[src/sv/bfa_pkg.sv]
// Shared types and constants of the best-fit heap allocator.
package bfa_pkg;

	// Result status codes.
	typedef enum logic [1:0] {
		ST_OK      = 2'd0,
		ST_NOHEAP  = 2'd1,
		ST_FULL    = 2'd2,
		ST_UNKNOWN = 2'd3
	} status_t;

	// Mode codes of a request.
	localparam logic MODE_ALLOC = 1'b0;
	localparam logic MODE_FREE  = 1'b1;

	// Configuration register map: paddr[2] selects the register word.
	localparam int  PADDR_W        = 3;
	localparam logic REG_HEAP_LIMIT = 1'b0;
	localparam int  LIMIT_W        = 17;
	localparam logic [LIMIT_W-1:0] LIMIT_RESET = 17'h10000;

	// Datapath operations issued by the controller, one per cycle.
	typedef enum logic [4:0] {
		OP_NONE,
		OP_LOAD,
		OP_SCAN_RD,
		OP_SCAN_CMP,
		OP_OPEN_INIT,
		OP_SHIFT_RD,
		OP_OPEN_WR,
		OP_SPLIT_WR1,
		OP_SPLIT_WR2,
		OP_TAKE_WR,
		OP_APPEND_WR,
		OP_ERR,
		OP_FREE_SETUP,
		OP_LEFT_RD,
		OP_LEFT_CHK,
		OP_CLOSE_INIT,
		OP_CLOSE_WR,
		OP_CLOSE_END,
		OP_RIGHT_RD,
		OP_RIGHT_CHK,
		OP_DROP,
		OP_FREE_WR
	} op_t;

	typedef struct packed {
		op_t     op;
		status_t code;
	} cmd_t;

	typedef struct packed {
		logic mode;
		logic found;
		logic scan_done;
		logic split_ok;
		logic fits_heap;
		logic table_full;
		logic open_done;
		logic close_done;
		logic has_left;
		logic has_right;
		logic is_last;
		logic nb_free;
		logic slot_free;
		logic count_ok;
	} sts_t;

endpackage

[src/sv/bfa_req_if.sv]
// Request channel: one allocate or free request.
interface bfa_req_if;
	logic        valid;
	logic        ready;
	logic        mode;
	logic [15:0] request_size;
	logic [15:0] free_address;

	modport source (output valid, mode, request_size, free_address, input ready);
	modport sink (input valid, mode, request_size, free_address, output ready);
endinterface

[src/sv/bfa_rsp_if.sv]
// Result channel: address and status of one request.
interface bfa_rsp_if;
	logic        valid;
	logic        ready;
	logic [15:0] address;
	logic [1:0]  status;

	modport source (output valid, address, status, input ready);
	modport sink (input valid, address, status, output ready);
endinterface

[src/sv/bfa_datapath.sv]
// Segment table memory, scan registers, heap top and result register.
module bfa_datapath #(
	parameter int MAX_SEGMENTS = 64,
	parameter int HEADER_BYTES = 24,
	parameter int ADDR_BITS    = 16
) (
	input  logic                    clk,
	input  logic                    arst_n,
	input  bfa_pkg::cmd_t           cmd,
	output bfa_pkg::sts_t           sts,
	input  logic                    mode,
	input  logic [15:0]             request_size,
	input  logic [15:0]             free_address,
	input  logic [bfa_pkg::LIMIT_W-1:0] heap_limit,
	input  logic                    out_ready,
	output logic                    out_valid,
	output logic [15:0]             out_address,
	output logic [1:0]              out_status
);
	import bfa_pkg::*;

	localparam int IW = (MAX_SEGMENTS > 1) ? $clog2(MAX_SEGMENTS) : 1;
	localparam int CW = $clog2(MAX_SEGMENTS + 1);
	localparam int JW = CW + 1;
	localparam int SW = ADDR_BITS + 1;
	localparam int NW = 17;
	localparam int VW = ((SW > NW) ? SW : NW) + 1;
	localparam logic [VW-1:0] CAP = VW'(1) << ADDR_BITS;
	localparam logic [VW-1:0] HDR = VW'(HEADER_BYTES);

	logic [SW-1:0] mem_start [MAX_SEGMENTS];
	logic [SW-1:0] mem_size  [MAX_SEGMENTS];
	logic          mem_used  [MAX_SEGMENTS];

	logic [SW-1:0] rd_start_q, rd_size_q;
	logic          rd_used_q;

	logic          mode_q;
	logic [NW-1:0] need_q;
	logic [15:0]   faddr_q;
	logic [JW-1:0] j_q;
	logic          found_q;
	logic [IW-1:0] best_idx_q, cur_idx_q;
	logic [SW-1:0] best_start_q, best_size_q, cur_start_q, cur_size_q;
	logic [CW-1:0] count_q;
	logic [SW-1:0] heap_top_q;
	logic          valid_q;
	logic [15:0]   addr_q;
	logic [1:0]    status_q;

	logic          re, we, wused;
	logic [IW-1:0] raddr, waddr;
	logic [SW-1:0] wstart, wsize;
	logic [VW-1:0] need_v, eff_limit, rem_v, rd_size_v;
	logic          alloc_hit, free_hit, res_en;
	logic [15:0]   res_addr;

	assign need_v    = VW'(need_q);
	assign rd_size_v = VW'(rd_size_q);
	assign eff_limit = (VW'(heap_limit) > CAP) ? CAP : VW'(heap_limit);
	assign rem_v     = VW'(best_size_q) - need_v;

	assign alloc_hit = !rd_used_q && (rd_size_v >= need_v) &&
		(!found_q || rd_size_v < VW'(best_size_q));
	assign free_hit  = rd_used_q && !found_q &&
		(VW'(rd_start_q) + HDR == VW'(faddr_q));

	always_comb begin
		sts.mode       = mode_q;
		sts.found      = found_q;
		sts.scan_done  = (j_q == JW'(count_q));
		sts.split_ok   = (rem_v != '0) && (rem_v >= HDR) && (count_q < CW'(MAX_SEGMENTS));
		sts.fits_heap  = (VW'(heap_top_q) + need_v) <= eff_limit;
		sts.table_full = (count_q >= CW'(MAX_SEGMENTS));
		sts.open_done  = (j_q == JW'(best_idx_q));
		sts.close_done = (j_q >= JW'(count_q));
		sts.has_left   = (best_idx_q != '0);
		sts.has_right  = (JW'(cur_idx_q) + JW'(1)) < JW'(count_q);
		sts.is_last    = (JW'(cur_idx_q) + JW'(1)) == JW'(count_q);
		sts.nb_free    = !rd_used_q;
		sts.slot_free  = !valid_q || out_ready;
		sts.count_ok   = (count_q <= CW'(MAX_SEGMENTS));
	end

	// Memory port control decoded from the current operation.
	always_comb begin
		re       = 1'b0;
		raddr    = j_q[IW-1:0];
		we       = 1'b0;
		waddr    = best_idx_q;
		wstart   = best_start_q;
		wsize    = best_size_q;
		wused    = 1'b1;
		res_en   = 1'b0;
		res_addr = '0;
		unique case (cmd.op)
			OP_SCAN_RD, OP_SHIFT_RD: re = 1'b1;
			OP_LEFT_RD: begin
				re    = 1'b1;
				raddr = best_idx_q - IW'(1);
			end
			OP_RIGHT_RD: begin
				re    = 1'b1;
				raddr = cur_idx_q + IW'(1);
			end
			OP_OPEN_WR: begin
				we     = 1'b1;
				waddr  = IW'(j_q + JW'(1));
				wstart = rd_start_q;
				wsize  = rd_size_q;
				wused  = rd_used_q;
			end
			OP_CLOSE_WR: begin
				we     = 1'b1;
				waddr  = IW'(j_q - JW'(1));
				wstart = rd_start_q;
				wsize  = rd_size_q;
				wused  = rd_used_q;
			end
			OP_SPLIT_WR1: begin
				we     = 1'b1;
				waddr  = best_idx_q + IW'(1);
				wstart = SW'(VW'(best_start_q) + need_v);
				wsize  = SW'(rem_v);
				wused  = 1'b0;
			end
			OP_SPLIT_WR2: begin
				we       = 1'b1;
				wsize    = SW'(need_q);
				res_en   = 1'b1;
				res_addr = 16'(VW'(best_start_q) + HDR);
			end
			OP_TAKE_WR: begin
				we       = 1'b1;
				res_en   = 1'b1;
				res_addr = 16'(VW'(best_start_q) + HDR);
			end
			OP_APPEND_WR: begin
				we       = 1'b1;
				waddr    = count_q[IW-1:0];
				wstart   = heap_top_q;
				wsize    = SW'(need_q);
				res_en   = 1'b1;
				res_addr = 16'(VW'(heap_top_q) + HDR);
			end
			OP_FREE_WR: begin
				we     = 1'b1;
				waddr  = cur_idx_q;
				wstart = cur_start_q;
				wsize  = cur_size_q;
				wused  = 1'b0;
				res_en = 1'b1;
			end
			OP_ERR, OP_DROP: res_en = 1'b1;
			default: ;
		endcase
	end

	always_ff @(posedge clk) begin
		if (we) begin
			mem_start[waddr] <= wstart;
			mem_size[waddr]  <= wsize;
			mem_used[waddr]  <= wused;
		end
		if (re) begin
			rd_start_q <= mem_start[raddr];
			rd_size_q  <= mem_size[raddr];
			rd_used_q  <= mem_used[raddr];
		end
	end

	// Payload registers of the request in work.
	always_ff @(posedge clk) begin
		unique case (cmd.op)
			OP_LOAD: begin
				mode_q  <= mode;
				need_q  <= NW'(request_size) + NW'(HEADER_BYTES);
				faddr_q <= free_address;
			end
			OP_SCAN_CMP: begin
				if ((mode_q == MODE_ALLOC) ? alloc_hit : free_hit) begin
					best_idx_q   <= j_q[IW-1:0];
					best_start_q <= rd_start_q;
					best_size_q  <= rd_size_q;
				end
			end
			OP_FREE_SETUP: begin
				cur_idx_q   <= best_idx_q;
				cur_start_q <= best_start_q;
				cur_size_q  <= best_size_q;
			end
			OP_LEFT_CHK: begin
				if (!rd_used_q) begin
					cur_idx_q   <= best_idx_q - IW'(1);
					cur_start_q <= rd_start_q;
					cur_size_q  <= rd_size_q + cur_size_q;
				end
			end
			OP_RIGHT_CHK: begin
				if (!rd_used_q) begin
					cur_size_q <= cur_size_q + rd_size_q;
				end
			end
			default: ;
		endcase
		if (res_en) begin
			addr_q   <= res_addr;
			status_q <= cmd.code;
		end
	end

	always_ff @(posedge clk or negedge arst_n) begin
		if (!arst_n) begin
			j_q        <= '0;
			found_q    <= 1'b0;
			count_q    <= '0;
			heap_top_q <= '0;
			valid_q    <= 1'b0;
		end else begin
			unique case (cmd.op)
				OP_LOAD: begin
					j_q     <= '0;
					found_q <= 1'b0;
				end
				OP_SCAN_CMP: begin
					j_q <= j_q + JW'(1);
					if ((mode_q == MODE_ALLOC) ? alloc_hit : free_hit) begin
						found_q <= 1'b1;
					end
				end
				OP_OPEN_INIT: j_q <= JW'(count_q) - JW'(1);
				OP_OPEN_WR:   j_q <= j_q - JW'(1);
				OP_CLOSE_INIT: j_q <= JW'(cur_idx_q) + JW'(2);
				OP_CLOSE_WR:  j_q <= j_q + JW'(1);
				OP_CLOSE_END: count_q <= count_q - CW'(1);
				OP_SPLIT_WR2: count_q <= count_q + CW'(1);
				OP_APPEND_WR: begin
					count_q    <= count_q + CW'(1);
					heap_top_q <= SW'(VW'(heap_top_q) + need_v);
				end
				OP_DROP: begin
					count_q    <= count_q - CW'(1);
					heap_top_q <= cur_start_q;
				end
				default: ;
			endcase
			if (res_en) begin
				valid_q <= 1'b1;
			end else if (out_ready) begin
				valid_q <= 1'b0;
			end
		end
	end

	assign out_valid   = valid_q;
	assign out_address = addr_q;
	assign out_status  = status_q;
endmodule

[src/sv/bfa_controller.sv]
// Sequencer that steps the datapath through scan, shift and update phases.
module bfa_controller (
	input  logic          clk,
	input  logic          arst_n,
	input  logic          in_valid,
	output logic          in_ready,
	input  bfa_pkg::sts_t sts,
	output bfa_pkg::cmd_t cmd
);
	import bfa_pkg::*;

	typedef enum logic [19:0] {
		S_IDLE       = 20'h00001,
		S_SCAN_RD    = 20'h00002,
		S_SCAN_CMP   = 20'h00004,
		S_DECIDE     = 20'h00008,
		S_OPEN_RD    = 20'h00010,
		S_OPEN_WR    = 20'h00020,
		S_SPLIT1     = 20'h00040,
		S_SPLIT2     = 20'h00080,
		S_TAKE       = 20'h00100,
		S_APPEND     = 20'h00200,
		S_ERR        = 20'h00400,
		S_LEFT_RD    = 20'h00800,
		S_LEFT_CHK   = 20'h01000,
		S_CLOSE_INIT = 20'h02000,
		S_CLOSE_RD   = 20'h04000,
		S_CLOSE_WR   = 20'h08000,
		S_CLOSE_END  = 20'h10000,
		S_RIGHT_RD   = 20'h20000,
		S_RIGHT_CHK  = 20'h40000,
		S_FINISH     = 20'h80000
	} state_t;

	state_t state_q, state_d;
	logic   right_q, right_d;

	assign in_ready = (state_q == S_IDLE);

	always_comb begin
		state_d  = state_q;
		right_d  = right_q;
		cmd.op   = OP_NONE;
		cmd.code = ST_OK;
		unique case (state_q)
			S_IDLE: begin
				if (in_valid) begin
					cmd.op  = OP_LOAD;
					state_d = S_SCAN_RD;
				end
			end
			S_SCAN_RD: begin
				if (sts.scan_done) begin
					state_d = S_DECIDE;
				end else begin
					cmd.op  = OP_SCAN_RD;
					state_d = S_SCAN_CMP;
				end
			end
			S_SCAN_CMP: begin
				cmd.op  = OP_SCAN_CMP;
				state_d = S_SCAN_RD;
			end
			S_DECIDE: begin
				if (sts.mode == MODE_FREE) begin
					if (!sts.found) begin
						state_d = S_ERR;
					end else begin
						cmd.op  = OP_FREE_SETUP;
						state_d = sts.has_left ? S_LEFT_RD : S_RIGHT_RD;
					end
				end else if (sts.found) begin
					if (sts.split_ok) begin
						cmd.op  = OP_OPEN_INIT;
						state_d = S_OPEN_RD;
					end else begin
						state_d = S_TAKE;
					end
				end else if (!sts.fits_heap || sts.table_full) begin
					state_d = S_ERR;
				end else begin
					state_d = S_APPEND;
				end
			end
			S_OPEN_RD: begin
				if (sts.open_done) begin
					state_d = S_SPLIT1;
				end else begin
					cmd.op  = OP_SHIFT_RD;
					state_d = S_OPEN_WR;
				end
			end
			S_OPEN_WR: begin
				cmd.op  = OP_OPEN_WR;
				state_d = S_OPEN_RD;
			end
			S_SPLIT1: begin
				cmd.op  = OP_SPLIT_WR1;
				state_d = S_SPLIT2;
			end
			S_SPLIT2: begin
				if (sts.slot_free) begin
					cmd.op  = OP_SPLIT_WR2;
					state_d = S_IDLE;
				end
			end
			S_TAKE: begin
				if (sts.slot_free) begin
					cmd.op  = OP_TAKE_WR;
					state_d = S_IDLE;
				end
			end
			S_APPEND: begin
				if (sts.slot_free) begin
					cmd.op  = OP_APPEND_WR;
					state_d = S_IDLE;
				end
			end
			S_ERR: begin
				if (sts.slot_free) begin
					cmd.op = OP_ERR;
					priority if (sts.mode == MODE_FREE) cmd.code = ST_UNKNOWN;
					else if (!sts.fits_heap) cmd.code = ST_NOHEAP;
					else cmd.code = ST_FULL;
					state_d = S_IDLE;
				end
			end
			S_LEFT_RD: begin
				cmd.op  = OP_LEFT_RD;
				state_d = S_LEFT_CHK;
			end
			S_LEFT_CHK: begin
				cmd.op = OP_LEFT_CHK;
				if (sts.nb_free) begin
					right_d = 1'b0;
					state_d = S_CLOSE_INIT;
				end else begin
					state_d = S_RIGHT_RD;
				end
			end
			S_CLOSE_INIT: begin
				cmd.op  = OP_CLOSE_INIT;
				state_d = S_CLOSE_RD;
			end
			S_CLOSE_RD: begin
				if (sts.close_done) begin
					state_d = S_CLOSE_END;
				end else begin
					cmd.op  = OP_SHIFT_RD;
					state_d = S_CLOSE_WR;
				end
			end
			S_CLOSE_WR: begin
				cmd.op  = OP_CLOSE_WR;
				state_d = S_CLOSE_RD;
			end
			S_CLOSE_END: begin
				cmd.op  = OP_CLOSE_END;
				state_d = right_q ? S_FINISH : S_RIGHT_RD;
			end
			S_RIGHT_RD: begin
				if (sts.has_right) begin
					cmd.op  = OP_RIGHT_RD;
					state_d = S_RIGHT_CHK;
				end else begin
					state_d = S_FINISH;
				end
			end
			S_RIGHT_CHK: begin
				cmd.op = OP_RIGHT_CHK;
				if (sts.nb_free) begin
					right_d = 1'b1;
					state_d = S_CLOSE_INIT;
				end else begin
					state_d = S_FINISH;
				end
			end
			S_FINISH: begin
				// The last segment is dropped instead of written back free.
				if (sts.slot_free) begin
					cmd.op  = sts.is_last ? OP_DROP : OP_FREE_WR;
					state_d = S_IDLE;
				end
			end
			default: state_d = S_IDLE;
		endcase
	end

	always_ff @(posedge clk or negedge arst_n) begin
		if (!arst_n) begin
			state_q <= S_IDLE;
			right_q <= 1'b0;
		end else begin
			state_q <= state_d;
			right_q <= right_d;
		end
	end
endmodule

[src/sv/best_fit_heap_allocator.sv]
// Best-fit heap allocator: a request first scans the table, where each entry
// is read from the segment table and compared in the next cycle. Then each
// entry is moved by a read and a write when a split opens a slot or a merge
// closes one, and the setup and update steps follow. The slowest request is a
// free that merges with both neighbors near the table start. A new request is
// taken while the previous result still waits on the result channel.
module best_fit_heap_allocator #(
	parameter int MAX_SEGMENTS = 64,
	parameter int HEADER_BYTES = 24,
	parameter int ADDR_BITS    = 16
) (
	input  logic                         clk,
	input  logic                         arst_n,
	bfa_req_if.sink                      req,
	bfa_rsp_if.source                    rsp,
	input  logic                         psel,
	input  logic                         penable,
	input  logic                         pwrite,
	input  logic [bfa_pkg::PADDR_W-1:0]  paddr,
	input  logic [31:0]                  pwdata,
	output logic [31:0]                  prdata,
	output logic                         pready
);
	import bfa_pkg::*;

	logic [LIMIT_W-1:0] heap_limit_q;
	cmd_t               cmd;
	sts_t               sts;

	assign pready = 1'b1;
	assign prdata = (paddr[2] == REG_HEAP_LIMIT) ? 32'(heap_limit_q) : '0;

	always_ff @(posedge clk or negedge arst_n) begin
		if (!arst_n) begin
			heap_limit_q <= LIMIT_RESET;
		end else if (psel && penable && pwrite && pready && paddr[2] == REG_HEAP_LIMIT) begin
			heap_limit_q <= pwdata[LIMIT_W-1:0];
		end
	end

	bfa_controller u_ctrl (
		.clk      (clk),
		.arst_n   (arst_n),
		.in_valid (req.valid),
		.in_ready (req.ready),
		.sts      (sts),
		.cmd      (cmd)
	);

	bfa_datapath #(
		.MAX_SEGMENTS (MAX_SEGMENTS),
		.HEADER_BYTES (HEADER_BYTES),
		.ADDR_BITS    (ADDR_BITS)
	) u_dp (
		.clk          (clk),
		.arst_n       (arst_n),
		.cmd          (cmd),
		.sts          (sts),
		.mode         (req.mode),
		.request_size (req.request_size),
		.free_address (req.free_address),
		.heap_limit   (heap_limit_q),
		.out_ready    (rsp.ready),
		.out_valid    (rsp.valid),
		.out_address  (rsp.address),
		.out_status   (rsp.status)
	);

`ifndef SYNTHESIS
	a_count_bound: assert property (@(posedge clk) disable iff (!arst_n) sts.count_ok)
		else $error("segment count above table depth");
	a_accept_loads: assert property (@(posedge clk) disable iff (!arst_n)
		(req.valid && req.ready) |-> cmd.op == OP_LOAD)
		else $error("request accepted without load");
	a_append_legal: assert property (@(posedge clk) disable iff (!arst_n)
		cmd.op == OP_APPEND_WR |-> (sts.fits_heap && !sts.table_full))
		else $error("append issued without room");
	a_result_slot: assert property (@(posedge clk) disable iff (!arst_n)
		(rsp.valid && !rsp.ready) |=> rsp.valid)
		else $error("pending result lost");
`endif
endmodule

[src/flat_wrapper.sv]
// flat-port wrapper written by rule: the top's interface ports become plain ports
module best_fit_heap_allocator_flat import bfa_pkg::*;
#(
	parameter int MAX_SEGMENTS = 64,
	parameter int HEADER_BYTES = 24,
	parameter int ADDR_BITS    = 16
)
  (clk, arst_n, psel, penable, pwrite, paddr, pwdata, prdata, pready, req_valid, req_mode, req_request_size, req_free_address, req_ready, rsp_valid, rsp_address, rsp_status, rsp_ready);
  bfa_req_if req_i ();
  bfa_rsp_if rsp_i ();
  input  logic clk;
  input  logic arst_n;
  input  logic psel;
  input  logic penable;
  input  logic pwrite;
  input  logic [bfa_pkg::PADDR_W-1:0] paddr;
  input  logic [31:0] pwdata;
  output logic [31:0] prdata;
  output logic pready;
  input wire logic [$bits(req_i.valid)-1:0] req_valid;
  input wire logic [$bits(req_i.mode)-1:0] req_mode;
  input wire logic [$bits(req_i.request_size)-1:0] req_request_size;
  input wire logic [$bits(req_i.free_address)-1:0] req_free_address;
  output wire logic [$bits(req_i.ready)-1:0] req_ready;
  output wire logic [$bits(rsp_i.valid)-1:0] rsp_valid;
  output wire logic [$bits(rsp_i.address)-1:0] rsp_address;
  output wire logic [$bits(rsp_i.status)-1:0] rsp_status;
  input wire logic [$bits(rsp_i.ready)-1:0] rsp_ready;
  assign req_i.valid = req_valid;
  assign req_i.mode = req_mode;
  assign req_i.request_size = req_request_size;
  assign req_i.free_address = req_free_address;
  assign req_ready = req_i.ready;
  assign rsp_valid = rsp_i.valid;
  assign rsp_address = rsp_i.address;
  assign rsp_status = rsp_i.status;
  assign rsp_i.ready = rsp_ready;
  best_fit_heap_allocator #(.MAX_SEGMENTS(MAX_SEGMENTS), .HEADER_BYTES(HEADER_BYTES), .ADDR_BITS(ADDR_BITS)) u_core (.clk(clk), .arst_n(arst_n), .req(req_i), .rsp(rsp_i), .psel(psel), .penable(penable), .pwrite(pwrite), .paddr(paddr), .pwdata(pwdata), .prdata(prdata), .pready(pready));
endmodule
[config.mk]
export PLATFORM = sky130hd
export DESIGN_NAME = best_fit_heap_allocator_flat
export DESIGN_NICKNAME = d
export VERILOG_FILES = /design/src/sv/bfa_pkg.sv /design/src/sv/bfa_req_if.sv /design/src/sv/bfa_rsp_if.sv /design/src/sv/bfa_datapath.sv /design/src/sv/bfa_controller.sv /design/src/sv/best_fit_heap_allocator.sv /design/src/flat_wrapper.sv
export SDC_FILE = /design/constraint.sdc
export NUM_CORES = 2
export LEC_CHECK = 0
export BUFFER_PORTS_ARGS = -buffer_cell sky130_fd_sc_hd__buf_2
export CAP_MARGIN = 40
export CORE_MARGIN = 3
export CORE_UTILIZATION = 40
export DETAILED_ROUTE_END_ITERATION = 7
export PLACE_DENSITY = 0.64
export SLEW_MARGIN = 30
export SYNTH_ARGS = -nofsm -noshare
export SYNTH_HDL_FRONTEND = slang
export SYNTH_SLANG_ARGS = --single-unit
[constraint.sdc]
create_clock -name clk -period 13.3 [get_ports clk]
set_input_delay 1.33 -clock clk [delete_from_list [all_inputs] [get_ports clk]]
set_output_delay 1.33 -clock clk [all_outputs]
set_load 0.005 [all_outputs]
; ---- Word-level counts from Yosys, hierarchy flattened
; Memories as Yosys holds them, arrays and structs flattened. A register that Yosys moved wholly into a read port is not among the register bits.
; Cells that the tools add are included.
[word_totals]
reg_bits = 204
latch_bits = 0
mem_bits_rw = 2240
romBits = 0
in_bits = 75
out_inout_bits = 53
mem_count = 3
[op_classes]
add_sub_neg = 18
multipliers = 0
div_mod_pow = 0
magnitude_cmp = 9
n_eq_ne = 52
shifts = 0
n_mux = 64
bitwise = 1
reduce_logical = 45
[memory_table]
columns = memory, depth, width, read_ports, rd_clocked_by_memory_dff, write_ports, line
row1 = u_core.u_dp.mem_size, 64, 17, 1, 1, 1, bfa_datapath.sv:32  ; logic [SW-1:0] mem_size [MAX_SEGMENTS];
row2 = u_core.u_dp.mem_start, 64, 17, 1, 1, 1, bfa_datapath.sv:31  ; logic [SW-1:0] mem_start [MAX_SEGMENTS];
row3 = u_core.u_dp.mem_used, 64, 1, 1, 1, 1, bfa_datapath.sv:33  ; logic mem_used [MAX_SEGMENTS];
[op_table]
columns = operator, count
row1 = $pmux W20 S15, 1
row2 = $mux W20, 7
row3 = $pmux W17 S4, 2
row4 = $pmux W17 S2, 3
row5 = $pmux W5 S20, 1
row6 = $mux W17, 5
row7 = $mux W18, 3
row8 = $eq A5 B4 Y1 const B, 8
row9 = $pmux W8 S5, 1
row10 = $add A17 B17 Y17, 2
row11 = $add A16 B5 Y16 const B, 2
row12 = $pmux W16 S2, 1
row13 = $eq A5 B5 Y1 const B, 6
row14 = $pmux W6 S5, 1
row15 = $pmux W6 S2, 2
row16 = $eq A20 B1 Y1 const B, 1
row17 = $eq A20 B10 Y1 const B, 1
row18 = $eq A20 B11 Y1 const B, 1
row19 = $eq A20 B12 Y1 const B, 1
row20 = $eq A20 B13 Y1 const B, 1
row21 = $eq A20 B14 Y1 const B, 1
row22 = $eq A20 B15 Y1 const B, 1
row23 = $eq A20 B16 Y1 const B, 1
row24 = $eq A20 B17 Y1 const B, 1
row25 = 68 further kinds, 135

; ---- Depth between registers and ports, before layout
[depth]
word_depth = 13
mapped_depth = 20
ltp_nobuf = 20

; ---- Modules after synthesis
; A second synthesis with hierarchy kept.
[hier_totals]
cells_unflattened = 8556
area_unflattened_um2 = 106671.1
[by_module_without_submodules]
columns = mod, n_inst, cells_each, area_each_um2
row1 = bfa_datapath, 1, 8303, 104121.1
row2 = bfa_controller, 1, 181, 1612.8
row3 = best_fit_heap_allocator, 1, 72, 937.1

; ---- Worst setup path after synthesis
; Ideal clock, no wire load.
[synth_path]
path_kind = reg2reg
startpoint = register u_core.u_ctrl.state_q[5]
endpoint = register u_core.u_dp.best_idx_q[0], enable pin
setup_time_ns = 0.552
arrival_time_ns = 6.324
required_time_ns = 12.748
slack_ns = 6.424
path_stages_with_launch = 7
path_buffers = 1
path_cell_list = dfrtp_1 or4_1 buf_2 nor4_1 and4b_1 nand4_1 o41ai_1
[synth_between]
elab_chain_cells = 4
[synth_lines]
columns = element, line
row1 = from (decl), bfa_controller.sv:35  ; state_t state_q, state_d;
row2 = from (signal assigned), bfa_controller.sv:194  ; state_q <= state_d;
row3 = $eq A20 B20 Y1 (tied with other cells), bfa_controller.sv:45  ; unique case (state_q)
row4 = $pmux W5 S20 *, bfa_controller.sv:45
row5 = $eq A5 B2 Y1 *, bfa_datapath.sv:174  ; unique case (cmd.op)
row6 = $reduce_and A2 Y1 (no line) *, --
row7 = to (signal assigned), bfa_datapath.sv:182  ; best_idx_q <= j_q[IW-1:0];
row8 = to (decl), bfa_datapath.sv:43  ; logic [IW-1:0] best_idx_q, cur_idx_q;
; Mark *: on every way between the ends. The rest lies on a longest branch, timed or not.
; A chain may end at the register's enable or synchronous reset.

; ---- Worst setup path after layout
[layout_path]
startpoint = register u_core.u_dp.cur_idx_q[1]
endpoint = register u_core.u_dp.rd_size_q[6], read port of u_core.u_dp.mem_size (data pin)
[layout_between]
elab_chain_cells = 8
[layout_lines]
columns = element, line
row1 = from (decl), bfa_datapath.sv:43
row2 = from (signal assigned), bfa_datapath.sv:188  ; cur_idx_q <= best_idx_q;
row3 = from (signal assigned), bfa_datapath.sv:194  ; cur_idx_q <= best_idx_q - IW'(1);
row4 = branches (longest 8 deep; another with $lt A8 B7 Y1), --
row5 = to (decl), bfa_datapath.sv:35  ; logic [SW-1:0] rd_start_q, rd_size_q;
; Parallel ways; which one is timed is not known.

==> flow_metrics.py <==
metrics = {
    "global_route": {
        "global_route.usage.total_pct": 22.39,
        "grt.overflow.total": 0,
        "grt_start_max_net_pins": 182,
        "global_route_wire_length_before_repair_mm": 450.8,
        "first_global_vias": 66320,
        "grt_antenna_before_repair": 12,
    },
    "route": {
        "drt_first_iter_violations": 9630,
        "drcViolationCount": 0,
        "routed_vias_inst": 5.836,
        "vias": 70230,
        "detail_route.first_pass.iterations": 8,
        "antenna_violating_nets_post_route": 0,
        "total_wirelength_of_the_detailed_routed_design_mm": 310.9,
        "wire_length_per_cell_um": 25.83,
    },
    "worst_setup_path": {
        "timing.critical_path.slowest_stage_cell": "sky130_fd_sc_hd__nor2_4",
        "crit_path_max_incr_delay_ps": 620,
        "worst-path-max-fanout": 75,
        "dominant_delay_contributor_by_cell_family_on_the_critical_path": "compound AO/OA/AOI/OAI gates",
        "worstPathRequired_ps": 13830,
        "startpoint_type": "flop",
        "critPathBufInv": 3,
        "critical_path_cell_by_cell": "ha_1, nand4_1, xnor2_1, ha_1, and3_1, a221oi_1, nand4_4, nand3_1, nand2_4, buf_4, nor2_4, buf_12, buf_4, a32oi_1, o211ai_1, a31oi_1, a21oi_1, o21ai_1",
        "cp-end-kind": "flop",
        "worst-endpoint-arrival_ps": 7860,
        "worstSetupPathType": "flop to flop",
    },
    "die": {
        "die-width_um": 517.7,
        "design.portCount": 128,
        "floorplan.initialDensity_pct": 40.30,
        "core_area_um2": 259900,
        "dieArea_um2": 268000,
        "die_height_um": 517.7,
        "core.rowCount": 187,
    },
    "synth": {
        "async_set_or_reset_flop_fraction_in_the_synthesized_netlist_pct": 2.904,
        "netlist_area_um2": 104700,
        "mean_instance_size_in_the_synthesized_netlist_um2": 12.73,
        "yosysWarnings": 0,
        "post_synth_num_cell_types": 95,
        "post_synth_inst_count": 8229,
        "synth-edff-count": 2407,
        "ys_ff_latch": 2479,
        "synth.yosys.seq_area_share_pct": 70.73,
        "dominantRegCellSynth": "sky130_fd_sc_hd__edfxtp_1",
    },
    "sta": {
        "grt_setup_unrepaired": "no",
        "final_period_minus_worst_setup_slack_ps": 7332,
        "total_neg_setup_slack_ps": 0,
        "max_freq_ghz": 0.1364,
        "min_period_over_period_pct": 55.13,
        "final-setup-viol-count": 0,
        "drv_slew": 0,
        "tightest_slew_ps": 1154,
        "worst_clock_skew_ps": 98.66,
        "setup_ws_ps": 5968,
        "final_number_of_hold_violating_endpoints": 0,
        "slew_headroom_pct": 23.08,
    },
    "clock_tree": {
        "postCtsSetupRepairBufs": 0,
        "numClockSinks": 2479,
        "cts-htree-levels": 5,
        "cts-root-buf": "sky130_fd_sc_hd__clkbuf_16",
        "insertion_delay_ps": 940,
        "cts_hold_repair_buffers": 0,
        "clock_tree_from_tritoncts": "done",
        "clock_tree_buffer_depth": 4,
        "cts_buf_count": 277,
        "cts_resized": 0,
        "clk_pin_slew_ps": 60,
    },
    "placed_design": {
        "pre_cts_slack_ps": 6059,
        "detailed_place_hpwl_mm": 175.9,
        "post_place_cell_area_um2": 110300,
        "numPortBuffers": 94,
        "gp_congestion": 0.9082,
    },
    "final_layout": {
        "layout.nets": 8578,
        "final_layout_size_suffix_gt1_share_pct": 9.890,
        "fin_area_um2": 119000,
        "n_fill_cell": 22620,
        "final_cell_mix": "sky130_fd_sc_hd__edfxtp_1, sky130_fd_sc_hd__nand2_1, sky130_fd_sc_hd__nand3_1, sky130_fd_sc_hd__clkbuf_16, sky130_fd_sc_hd__a31oi_1",
        "flow.area_growth_from_synthesis_pct": 13.58,
        "layout_commonest_cell": "sky130_fd_sc_hd__edfxtp_1",
    },
    "power": {
        "power.density_nw_per_um2": 182.6,
        "p_seq_share_pct": 40.6,
        "intPower_uw": 14470,
        "worst_ir_drop_vdd_mv": 0.1663,
        "p_sw_share_pct": 33.41,
        "pwr-share-clk_pct": 33.4,
        "power_frac_comb_pct": 26.1,
        "switch_pwr_uw": 7258,
        "static_leakage_uw": 0.04083,
    },
    "run": {
        "cap_violations": 0,
    },
    "worst_hold_path": {
        "hold_path.class": "flop to flop",
    },
    "outcome": {
        "status": "completed",
    },
}
==> cell usage after synthesis, types with 54 or more instances <==
| cell | n | share of area, % |
|---|---|---|
| sky130_fd_sc_hd__a21oi_1 | 151 | 0.72 |
| sky130_fd_sc_hd__a31oi_1 | 241 | 1.4 |
| sky130_fd_sc_hd__a32oi_1 | 95 | 0.79 |
| sky130_fd_sc_hd__and3_1 | 54 | 0.32 |
| sky130_fd_sc_hd__buf_2 | 177 | 0.85 |
| sky130_fd_sc_hd__clkbuf_1 | 238 | 0.85 |
| sky130_fd_sc_hd__dfrtp_1 | 70 | 1.7 |
| sky130_fd_sc_hd__edfxtp_1 | 2407 | 69 |
| sky130_fd_sc_hd__ha_1 | 146 | 1.7 |
| sky130_fd_sc_hd__inv_1 | 80 | 0.29 |
| sky130_fd_sc_hd__mux2i_1 | 143 | 1.4 |
| sky130_fd_sc_hd__nand2_1 | 2235 | 8.0 |
| sky130_fd_sc_hd__nand3_1 | 775 | 3.7 |
| sky130_fd_sc_hd__nand4_1 | 197 | 1.2 |
| sky130_fd_sc_hd__nor2_1 | 211 | 0.76 |
| sky130_fd_sc_hd__o211ai_1 | 54 | 0.39 |
| sky130_fd_sc_hd__o21ai_0 | 103 | 0.49 |
| sky130_fd_sc_hd__xnor2_1 | 80 | 0.67 |
| sky130_fd_sc_hd__xor2_1 | 66 | 0.55 |
==> state kept, by name (all words and copies together) (netlist names), 6 cells and up <==
register and cells:
u_core.u_dp.mem_size 1088, u_core.u_dp.best_start_q 17, u_core.u_dp.j_q 8, u_core.u_ctrl.state_q 20
u_core.u_dp.out_address 16, u_core.u_dp.mem_used 64, u_core.u_dp.faddr_q 16, u_core.u_dp.rd_start_q 17
u_core.u_dp.need_q 17, u_core.u_dp.heap_top_q 17, u_core.u_dp.best_idx_q 6, u_core.u_dp.cur_start_q 17
u_core.heap_limit_q 17, u_core.u_dp.rd_size_q 17, u_core.u_dp.cur_idx_q 6, u_core.u_dp.best_size_q 17
u_core.u_dp.count_q 7, u_core.u_dp.mem_start 1088, u_core.u_dp.cur_size_q 17
==> through the flow <==
step	std cells	hold WS [ps]	power (uW)	utilization, %
finish	12030	499.8	21730	45.77
global route	12030	534.5	22520	45.76
CTS	12020	484.4	21700	45.69
floorplan	8243	424.4	12410	-
global placement	11540	490.1	14380	42.28
detailed placement	11560	492.9	14490	42.44
==> power by group through the flow <==
stage / clock network [uW] / logic [uW] / registers, uW
after floorplan: 0 / 3550 / 8870
after global placement: 0 / 5410 / 8970
after detailed placement: 0 / 5520 / 8970
after CTS: 7350 / 5540 / 8810
after global routing: 7660 / 6040 / 8820
final: 7250 / 5660 / 8820
==> final timing paths <==
path / start / endpoint / slack, ps / cells after the start
max in group asynchronous: arst_n / u_core.heap_limit_q[1] / 12290 / 1
min in group asynchronous: arst_n / u_core.u_dp.heap_top_q[3] / 510 / 1
hold reg to reg: u_core.u_dp.cur_start_q[8] / u_core.u_dp.heap_top_q[8] / 500 / 2
setup reg to reg: u_core.u_dp.cur_idx_q[1] / u_core.u_dp.rd_size_q[6] / 5970 / 18
hold / removal: u_core.u_dp.cur_start_q[8] / u_core.u_dp.heap_top_q[8] / 500 / 2
setup / recovery: u_core.u_dp.cur_idx_q[1] / u_core.u_dp.rd_size_q[6] / 5970 / 18
==> worst min-delay path: cells and delay by family, from the launching register on <==
kind / cells / cell delay (ps)
DFF: 1 / 350
AOI/OAI and AO/OA: 1 / 70
and+or+nand+nor: 1 / 60
==> metal layers <==
layer | vias to the layer above | track usage (%) | wire length (um) | part of all wire, %
li1 | 30810 | - | - | -
met2 | 3781 | 35.44 | 143400 | 46
met5 | - | 0 | 23 | 0.0074
met4 | 4 | 8.511 | 12380 | 4.0
met3 | 662 | 3.667 | 30060 | 9.7
met1 | 34970 | 31.03 | 125000 | 40
==> area by class of cell <==
class	instances	area, um2	area share, %
Antenna cell	4	10.01	0.008414
Clock buffer	338	7256	6.099
Clock inverter	123	1170	0.9833
Inverter	82	312.8	0.2629
Multi-Input combinational cell	5190	29070	24.44
Sequential cell	2479	74080	62.27
Tap cell	3496	4374	3.677
Timing Repair Buffer	322	2690	2.261
==> cell families after synthesis <==
| logic type | after synthesis | share of synthesized area [%] |
|---|---|---|
| AO/OA/AOI/OAI | 1007 | 6.692 |
| XOR/XNOR | 146 | 1.221 |
| adder cells (fa/ha/maj) | 151 | 1.840 |
| buffers and inverters | 574 | 2.370 |
| flip-flops | 2479 | 70.73 |
| multiplexers | 162 | 1.571 |
| other | 2 | 0.007170 |
| AND/OR/NAND/NOR | 3708 | 15.57 |
(Power assumes the default switching activity.)
